`config.mk`:
```
export PLATFORM = sky130hd
export DESIGN_NAME = csr_ns_ram
export DESIGN_NICKNAME = d
export VERILOG_FILES = /design/src/sv/csr_neighbor_sampler_macros.svh /design/src/sv/csr_ns_ram.sv
export SDC_FILE = /design/constraint.sdc
export NUM_CORES = 1
export LEC_CHECK = 0
export ABC_CLOCK_PERIOD_IN_PS = 1800
export BUFFER_PORTS_ARGS = -buffer_cell sky130_fd_sc_hd__buf_4
export CORE_ASPECT_RATIO = 0.7
export CORE_MARGIN = 8
export CORE_UTILIZATION = 60
export DETAILED_ROUTE_END_ITERATION = 10
export PLACE_DENSITY_LB_ADDON = 0.1
export SLEW_MARGIN = 20
export SYNTH_ARGS = -nofsm -noshare
export SYNTH_HDL_FRONTEND = slang
export SYNTH_SLANG_ARGS = --single-unit
export TNS_END_PERCENT = 20
```
`constraint.sdc`:
```
create_clock -name clock -period 1.8 [get_ports clock]
set_input_delay 0 -clock clock [delete_from_list [all_inputs] [get_ports clock]]
set_output_delay 0 -clock clock [all_outputs]
set_load 0.01 [all_outputs]
```
`src/sv/csr_neighbor_sampler_macros.svh`:
```
// Assertion helpers shared by the sampler RTL.
`ifndef CSR_NEIGHBOR_SAMPLER_MACROS_SVH
`define CSR_NEIGHBOR_SAMPLER_MACROS_SVH

// Same-cycle implication, sampled on the rising clock edge, off during reset.
`define CSR_NS_ASSERT_IMPL(lbl, ante, cons, msg) \
   lbl: assert property (@(posedge clock) disable iff (reset) (ante) |-> (cons)) \
      else $error(msg);

// Next-cycle implication, sampled on the rising clock edge, off during reset.
`define CSR_NS_ASSERT_NEXT(lbl, ante, cons, msg) \
   lbl: assert property (@(posedge clock) disable iff (reset) (ante) |=> (cons)) \
      else $error(msg);

`endif

```
`src/sv/csr_ns_ram.sv`:
```
`default_nettype none
module csr_ns_ram #(
   parameter int WIDTH = 8,
   parameter int DEPTH = 16
) (
   input  wire logic                     clock,
   input  wire logic                     we,
   input  wire logic [$clog2(DEPTH)-1:0] waddr,
   input  wire logic [WIDTH-1:0]         wdata,
   input  wire logic                     re,
   input  wire logic [$clog2(DEPTH)-1:0] raddr,
   output logic      [WIDTH-1:0]         rdata
);
   logic [WIDTH-1:0] mem [DEPTH];

   always_ff @(posedge clock) begin
      if (we) begin
         mem[waddr] <= wdata;
      end
      if (re) begin
         rdata <= mem[raddr];
      end
   end
endmodule
`default_nettype wire

```
==> reports/metrics.csv <==
metric,value,unit
clk slew on worst S/H paths,0.05,ns
PwrDens,1158,nW/um^2
Final Hold Viols,0,
maximum vdd drop,1019,uV
Final Total Pwr,7.305,mW
DR vias/cell,5.946,
logic gate share of total power,5.2,%
Placement Rows,28,
vias,2533,
DRT Pass-1 Iters,5,
synthesized instance count,229,
Non-Filler Instances,426,
crit path DAT,1.72,ns
post-layout util,74.70,%
sequential share of power,49.1,%
diode count,0,
HP Class,input pin to register,
Synth area leader,edfxtp_1,
"Clk Latency, worst-skew pair",0.42,ns
DR WL met3,877,um
Post-DRT Antenna Nets,0,
Layout area overhead,20.66,%
cell types occupying the most area after synthesis,"edfxtp_1, mux4_2, mux4_1, a22oi_1, nor2_1",
I/O Buffers,26,
post-CTS sizing,0,
sequential-to-total area share from yosys stat,78.12,%
Num CTS Buffers,17,
Post-DP HPWL,6448,um
synth unique cells,18,
Setup crit start,mem[1][5]$_DFFE_PP_,
"commonest non-fill, non-tap cell in the layout",edfxtp_1,
#FFs+latches synth,136,
vias in the first global route,2450,
initial antenna violation count,0,
share of cells above drive strength 1,29.08,%
Ys Warns,0,
H-tree levels,4,
DR top layer,met4,
Cells on Worst Hold Path,3,
Post-Place Cells,385,
Synth Area per Inst,22.83,um^2
Critical Path RT,1.96,ns
WL met2,4719,um
outcome,completed,
Clock Skew,0.01025,ns
Final nets,312,
endpoint class of the critical path,register,
worst-path fanout max,1,
DIE AREA,12000,um^2
# Max-Cap Violations,0,
DRC Markers,0,
Int Pwr,5.876,mW
leakage,2.155,nW
Hold Startpoint,waddr[0],
chip height,94.10,um
"commonest cells after routing, fill and taps aside","edfxtp_1, buf_4, mux4_2",
Switching Power,1.429,mW
Fmax achieved,642.5,MHz
Synthesized Nets,248,
Initial Util,61.91,%
largest net degree at the start of global routing,33,
max-slew violations,0,
Setup CP Type,register to register,
slew at the pin closest to its max-slew limit,0.5757,ns
reg2reg start,mem[1][5]$_DFFE_PP_,
Hold WS,0.1215,ns
WL per Instance,24.39,um
Clock power frac,45.7,%
GRT overflow,0,
reg2reg path depth,3,
Switching Share,19.57,%
wire length on met1,4684,um
maximum clock path buffer count,2,
IO Pins,27,
global-route usage over all layers,19.06,%
Core ar.,8443,um^2
post-CTS setup buffers,0,
first-pass GRT wire length,15500,um
clock sinks,136,
Final period util,86.46,%
post-synth top area share,78.12,%
DIE WIDTH,127.6,um
TritonCTS clock tree,yes,
crit path launch type,register,
endpoints failing setup,0,
initial DRC count,284,
Mapped Area,5228,um^2
RSZ-0062 raised after global routing,false,
clk root buf,clkbuf_16,
sum of negative setup slack,0,ns
Final min period,1.556,ns
Placer Congestion,0.7398,
Relative slew margins,61.54,%
final WL,10390,um
[metal layers]
| layer | GRT usage [%] | vias up |
|---|---|---|
| met5 | 0 | - |
| met4 | 5.621 | 0 |
| met3 | 8.050 | 12 |
| met2 | 26.78 | 115 |
| met1 | 26.65 | 1297 |
| li1 | - | 1109 |
[cell usage after synthesis]
| library cell | count |
|---|---|
| and2b_1 | 1 |
| buf_2 | 3 |
| nand3_1 | 1 |
| nor3_1 | 4 |
| nor2b_1 | 1 |
| nand2b_1 | 2 |
| a22oi_1 | 16 |
| mux4_1 | 14 |
| buf_4 | 1 |
| buf_6 | 3 |
| mux4_2 | 18 |
| clkdlybuf4s25_2 | 3 |
| nand2_1 | 9 |
| or3b_2 | 1 |
| and2_1 | 1 |
| nand3b_1 | 2 |
| nor2_1 | 13 |
| edfxtp_1 | 136 |
[final timing paths]
path | endpoint | slack (ns)
min | mem[12][6]$_DFFE_PP_ | 0.12
min reg2reg | rdata[3]$_DFFE_PP_ | 0.77
max | rdata[5]$_DFFE_PP_ | 0.24
max reg2reg | rdata[5]$_DFFE_PP_ | 0.24
[logic make-up (layout without fill, tap and decap cells)]
family,count (synthesis),in the layout,share of synthesized area [%]
compound gates,16,16,2.298
buf+inv,10,87,1.651
simple gates,35,35,3.136
flops,136,136,78.12
mux,32,32,14.79
[metrics by stage]
stage          cell area (um^2)  worst slack [ns]
5_1_grt                    6307            0.1670
3_3_place_gp               5649            0.1166
3_5_place_dp               5649           0.09172
4_1_cts                    6307            0.2197
2_1_floorplan              5228            0.3071
6_report                   6307            0.2437
[power by group through the flow]
stage          combinational, mW  sequential [mW]  clock (mW)
2_1_floorplan              0.180             3.66           0
3_3_place_gp               0.356             3.65           0
3_5_place_dp               0.361             3.65           0
4_1_cts                    0.378             3.59        3.39
5_1_grt                    0.405             3.59        3.53
6_report                   0.377             3.59        3.34
[sequential cells by signal, indices dropped and copies added (netlist names)]
name	flops
mem	128
rdata	8
[layout make-up]
class | count | area (um^2)
multi-input cells | 83 | 1057
flip-flops and latches | 136 | 4084
fillers | 488 | 2136
repair buffers | 55 | 447.9
clock inverters | 13 | 135.1
well taps | 120 | 150.1
clock buffers | 19 | 432.9
[critical path, stage by stage, from the launching register on]
cell      delay [ns]
edfxtp_1        0.36
mux4_1          0.57
a22oi_1         0.27
nand2_1         0.10
[timing repair]
item,in CTS,in global routing
setup endpoints to repair,0,0
hold endpoints to repair,136,0
hold buffers,9,0
(Power assumes the default switching activity.)
