`src/sv/csr_neighbor_sampler_macros.svh`:
```
// Assertion helpers shared by the sampler RTL.
`ifndef CSR_NEIGHBOR_SAMPLER_MACROS_SVH
`define CSR_NEIGHBOR_SAMPLER_MACROS_SVH

// Same-cycle implication, sampled on the rising clock edge, off during reset.
`define CSR_NS_ASSERT_IMPL(lbl, ante, cons, msg) \
   lbl: assert property (@(posedge clock) disable iff (reset) (ante) |-> (cons)) \
      else $error(msg);

// Next-cycle implication, sampled on the rising clock edge, off during reset.
`define CSR_NS_ASSERT_NEXT(lbl, ante, cons, msg) \
   lbl: assert property (@(posedge clock) disable iff (reset) (ante) |=> (cons)) \
      else $error(msg);

`endif

```
`src/sv/csr_ns_pkg.sv`:
```
`default_nettype none
package csr_ns_pkg;

   localparam int NODES      = 1024;
   localparam int EDGES      = 8192;
   localparam int MAX_SAMPLE = 64;

   localparam int OFF_DEPTH = NODES + 1;
   localparam int OFF_AW    = $clog2(OFF_DEPTH);
   localparam int EDGE_AW   = $clog2(EDGES);

   localparam int CMD_W     = 2;
   localparam int IDX_W     = 14;
   localparam int VAL_W     = 14;
   localparam int NODE_W    = 10;
   localparam int NB_W      = 10;
   localparam int CNT_W     = 7;
   localparam int STS_W     = 2;
   localparam int SEED_W    = 32;
   localparam int RND_W     = 31;
   localparam int REM_W     = 14;
   localparam int CSR_IDX_W = 2;
   localparam int STEP_W    = 5;

   localparam logic [CMD_W-1:0] CMD_WR_OFFSET   = 2'd0;
   localparam logic [CMD_W-1:0] CMD_WR_NEIGHBOR = 2'd1;
   localparam logic [CMD_W-1:0] CMD_SAMPLE      = 2'd2;

   localparam logic [STS_W-1:0] STS_OK    = 2'd0;
   localparam logic [STS_W-1:0] STS_EMPTY = 2'd1;
   localparam logic [STS_W-1:0] STS_RANGE = 2'd2;

   localparam logic [CSR_IDX_W-1:0] REG_DRAW_LIMIT = 2'd0;
   localparam logic [CSR_IDX_W-1:0] REG_SEED       = 2'd1;

   localparam logic [CNT_W-1:0]  DRAW_LIMIT_RESET = 7'd16;
   localparam logic [SEED_W-1:0] SEED_RESET       = 32'd1;

   typedef enum logic [3:0] {
      ST_IDLE,
      ST_OFF0,
      ST_OFF1,
      ST_OFF2,
      ST_CHECK,
      ST_STAT,
      ST_DRD,
      ST_DWT,
      ST_COPY,
      ST_SRNG,
      ST_SDIV,
      ST_SRDA,
      ST_SRDB,
      ST_SEMIT
   } state_type;

   typedef struct packed {
      logic             start;
      logic [RND_W-1:0] dividend;
      logic [REM_W-1:0] divisor;
   } mod_req_type;

   typedef struct packed {
      logic             done;
      logic [REM_W-1:0] rem;
   } mod_rsp_type;

   function automatic logic [SEED_W-1:0] xorshift32(input logic [SEED_W-1:0] s);
      logic [SEED_W-1:0] x;
      x = s;
      x = x ^ (x << 13);
      x = x ^ (x >> 17);
      x = x ^ (x << 5);
      return x;
   endfunction

endpackage
`default_nettype wire

```
`src/sv/csr_ns_modu.sv`:
```
`default_nettype none
module csr_ns_modu (
   input  wire logic                     clock,
   input  wire logic                     reset,
   input  wire csr_ns_pkg::mod_req_type  req,
   output csr_ns_pkg::mod_rsp_type       rsp
);
   import csr_ns_pkg::*;

   // Restoring remainder, one dividend bit per cycle.
   logic               busy_ff, busy_in;
   logic               done_ff, done_in;
   logic [STEP_W-1:0]  cnt_ff, cnt_in;
   logic [RND_W-1:0]   dvd_ff, dvd_in;
   logic [REM_W-1:0]   dsr_ff, dsr_in;
   logic [REM_W-1:0]   rem_ff, rem_in;
   logic [REM_W:0]     trial;

   always_comb begin
      busy_in = busy_ff;
      done_in = 1'b0;
      cnt_in  = cnt_ff;
      dvd_in  = dvd_ff;
      dsr_in  = dsr_ff;
      rem_in  = rem_ff;
      trial   = {rem_ff, dvd_ff[RND_W-1]};
      if (req.start) begin
         busy_in = 1'b1;
         cnt_in  = '0;
         dvd_in  = req.dividend;
         dsr_in  = req.divisor;
         rem_in  = '0;
      end else if (busy_ff) begin
         if (trial >= {1'b0, dsr_ff}) begin
            rem_in = REM_W'(trial - {1'b0, dsr_ff});
         end else begin
            rem_in = trial[REM_W-1:0];
         end
         dvd_in = {dvd_ff[RND_W-2:0], 1'b0};
         cnt_in = cnt_ff + 1'b1;
         if (cnt_ff == STEP_W'(RND_W - 1)) begin
            busy_in = 1'b0;
            done_in = 1'b1;
         end
      end
   end

   always_ff @(posedge clock) begin
      if (reset) begin
         busy_ff <= 1'b0;
         done_ff <= 1'b0;
      end else begin
         busy_ff <= busy_in;
         done_ff <= done_in;
      end
      cnt_ff <= cnt_in;
      dvd_ff <= dvd_in;
      dsr_ff <= dsr_in;
      rem_ff <= rem_in;
   end

   assign rsp.done = done_ff;
   assign rsp.rem  = rem_ff;
endmodule
`default_nettype wire
```
`config.mk`:
```
export PLATFORM = sky130hd
export DESIGN_NAME = csr_ns_modu
export DESIGN_NICKNAME = d
export VERILOG_FILES = /design/src/sv/csr_neighbor_sampler_macros.svh /design/src/sv/csr_ns_pkg.sv /design/src/sv/csr_ns_modu.sv
export SDC_FILE = /design/constraint.sdc
export NUM_CORES = 1
export LEC_CHECK = 0
export BUFFER_PORTS_ARGS = -buffer_cell sky130_fd_sc_hd__buf_2
export CORE_ASPECT_RATIO = 1.4
export CORE_MARGIN = 2
export CORE_UTILIZATION = 30
export DETAILED_ROUTE_END_ITERATION = 7
export HOLD_SLACK_MARGIN = 0.02
export PLACE_DENSITY = 0.61
export SETUP_SLACK_MARGIN = 0.2
export SKIP_LAST_GASP = 1
export SLEW_MARGIN = 40
export SYNTH_ARGS = -nofsm -noshare
export SYNTH_HDL_FRONTEND = slang
export SYNTH_SLANG_ARGS = --single-unit
```
`constraint.sdc`:
```
create_clock -name clock -period 2.2 [get_ports clock]
set_input_delay 0.22 -clock clock [delete_from_list [all_inputs] [get_ports clock]]
set_output_delay 0.22 -clock clock [all_outputs]
set_load 0.005 [all_outputs]
```
==> flow_summary.yaml <==
worst_setup_path:
  crit_fanout: 9
  criticalPathCategory: "register to register"
  cpPeakStageDelay_ns: 0.34
  startpoint_type: "register"
  path_cells: "inv_2 -> ha_4 -> nand3b_1 -> a211oi_2 -> nor3_2 -> a311oi_4 -> buf_4 -> mux2i_1 -> a211oi_1"
  cp-end-kind: "register"
  worst_path_max_delay_cell: "edfxtp_1"
  rrSetupSlack_ns: -0.02
  critPathArrivalTime_ns: 2.42
  cp.required_ns: 2.40
  crit_family: "compound AO/OA/AOI/OAI gates"
  cp_num_buf_inv: 2
global_route:
  antenna_found_initial: 0
  grt_pass1_wl_um: 12600
  grt_max_degree: 49
  grt_pass1_vias: 2610
  track_usage_pct: 13.5
  grt-ovfl-total: 0
sta:
  max_slew_margin_pct: 62.0
  tns_ns: -0.0447
  fin_ws_ns: -0.0178
  timing.fmax_mhz: 451
  fin_crit_sh_pct: 101
  tightest_slew_ns: 0.568
  drv_slew: 0
  worst_hold_slack_ns: 0.0690
  rsz0062_at_grt: "true"
  hold_viol_final: 0
  layout_min_cycle_time_ns: 2.22
  setup_viol: 3
  skew_ns: 0.00733
logic_synthesis:
  yosys_most_used_dff: "edfxtp_1"
  synthesis.nets: 347
  async_flop_share_pct: 0
  syn-cell-area_um2: 3390
  synth_edf_count: 45
  ys_types: 48
  synth.avg_cell_area_um2: 12.0
  synth_top_area_share_pct: 39.8
  yosysTopAreaCell: "edfxtp_1"
  yosysWarnings: 0
  synth_area_leaders: "edfxtp_1 (40%), dfxtp_1 (12%), mux2_1 (9.3%)"
  netlist_instances: 282
  yosysSeqAreaShare_pct: 52.2
  ys_seq_elements: 66
floorplanning:
  die_w_um: 93.9
  num_io_pins: 63
  core_area_um2: 11200
  start_util_pct: 30.4
  die_area_um2: 12200
  num_rows: 46
  die_h_um: 130
run_status:
  status: "complete, but fails checks"
  violations: "setup timing"
detailed_routing:
  drtAntennaViolNets: 0
  vias: 2497
  drtIter0Drc: 115
  first_pass_iters: 4
  route.detailed.drc: 0
  wl_per_cell_um: 14.5
  viasPerCell: 4.74
  drt-total-wl_um: 7660
clocking:
  clock-sinks: 66
  ctsHtreeMaxLevel: 3
  clk_pin_slew_ns: 0.05
  clk_latency_ns: 0.33
  clk_path_buf_depth: 2
  ctsHoldBuffers: 0
  cts_tree: "yes"
  cts_made_buffers: 9
  clock-root-buffer: "clkbuf_16"
place:
  hpwl_um: 5620
  numPortBuffers: 62
  routabilityCongestion: 0.859
  dp.cells: 508
  dpl_cell_area_um2: 4220
cells_and_area:
  area.growth.synth_to_final_pct: 35.9
  diodes: 0
  final_cell_area_um2: 4610
  layout_common_cells: "buf_2 (62), edfxtp_1 (45), buf_4 (32), mux2_1 (27), nor2_1 (19)"
  fin_nets: 443
  final_cells: 527
  layout-drive-gt1-share_pct: 39.4
  layout_commonest_cell: "buf_2"
pwr:
  power.density_nw_per_um2: 753
  ir_worst_vdd_v: 0.000382
  leakage_nw: 1.90
worst_hold_path:
  hold_class: "input pin to register"
flow_run:
  drv_cap: 0
==> timing repair <==
| item | CTS | global route |
|---|---|---|
| pin swaps | 4 | 4 |
| setup endpoints to repair | 14 | 14 |
| gates resized for setup | 9 | 3 |
| hold endpoints to repair | 0 | 0 |
| buffers inserted | 2 | 1 |
==> kinds of logic (layout without fill, tap and decap cells) <==
| family | after synthesis | after routing | synth area share [%] |
|---|---|---|---|
| adders and majority gates | 17 | 17 | 6.49 |
| DFF | 66 | 66 | 52.2 |
| xor gates and xnor gates | 14 | 14 | 3.61 |
| buffers and inverters | 30 | 131 | 3.69 |
| and+or+nand+nor | 63 | 63 | 9.40 |
| muxes | 41 | 41 | 13.2 |
| AOI/OAI and AO/OA | 51 | 51 | 11.4 |
==> path summary, 6_finish.rpt <==
check | startpoint | end | depth (start not counted)
worst min register to register | rem_ff[9]$_SDFFE_PP0P_ | rem_ff[9]$_SDFFE_PP0P_ | 2
worst min-delay path | req[2] | dsr_ff[2]$_DFFE_PP_ | 1
worst max register to register | dsr_ff[2]$_DFFE_PP_ | rem_ff[4]$_SDFFE_PP0P_ | 9
worst max-delay path | dsr_ff[2]$_DFFE_PP_ | rem_ff[4]$_SDFFE_PP0P_ | 9
==> cells in the mapped netlist, types with 6 or more instances <==
cell type	n
xnor2_1	8
mux2i_1	10
inv_1	18
clkbuf_1	9
dfxtp_1	21
mux2_1	28
xor2_1	6
a21oi_1	12
o21ai_1	8
ha_1	16
nor2_1	19
nand2_1	17
edfxtp_1	45
a21o_1	6
==> cell type report <==
cell class / instances / area [um2]
multi-input combinational: 186 / 1700
clock inverter: 3 / 40.0
sequential: 66 / 1780
clock buffer: 13 / 260
fill: 1104 / 6550
timing repair buffer: 97 / 593
inverter: 18 / 67.6
tap: 144 / 180
==> stage by stage <==
stage          utilization, %  total power, mW  worst slack [ns]
2_1_floorplan               -             1.84            0.0838
3_3_place_gp             37.8             2.02           -0.0411
3_5_place_dp             37.8             2.03           -0.0662
4_1_cts                  41.1             3.52           -0.0253
5_1_grt                  41.3             3.64            -0.126
6_report                 41.3             3.47           -0.0178
==> flip-flops by register name, summed over array words and instances, names as in the netlist <==
signal	flops
dvd_ff	31
rem_ff	14
dsr_ff	14
done_ff	1
cnt_ff	5
busy_ff	1
==> where the power goes <==
part / internal (mW) / leakage [nW] / switching [mW]
combinational: 0.274 / 1.13 / 0.266
clock: 0.936 / 0.150 / 0.514
sequential: 1.44 / 0.622 / 0.0399
total: 2.65 / 1.90 / 0.821
==> metal layers <==
layer,share of wire (%),GRT usage [%]
met5,0,0
met4,2.8,7.50
met3,4.2,3.93
met2,51,22.9
met1,42,15.3
(Power assumes the default switching activity.)
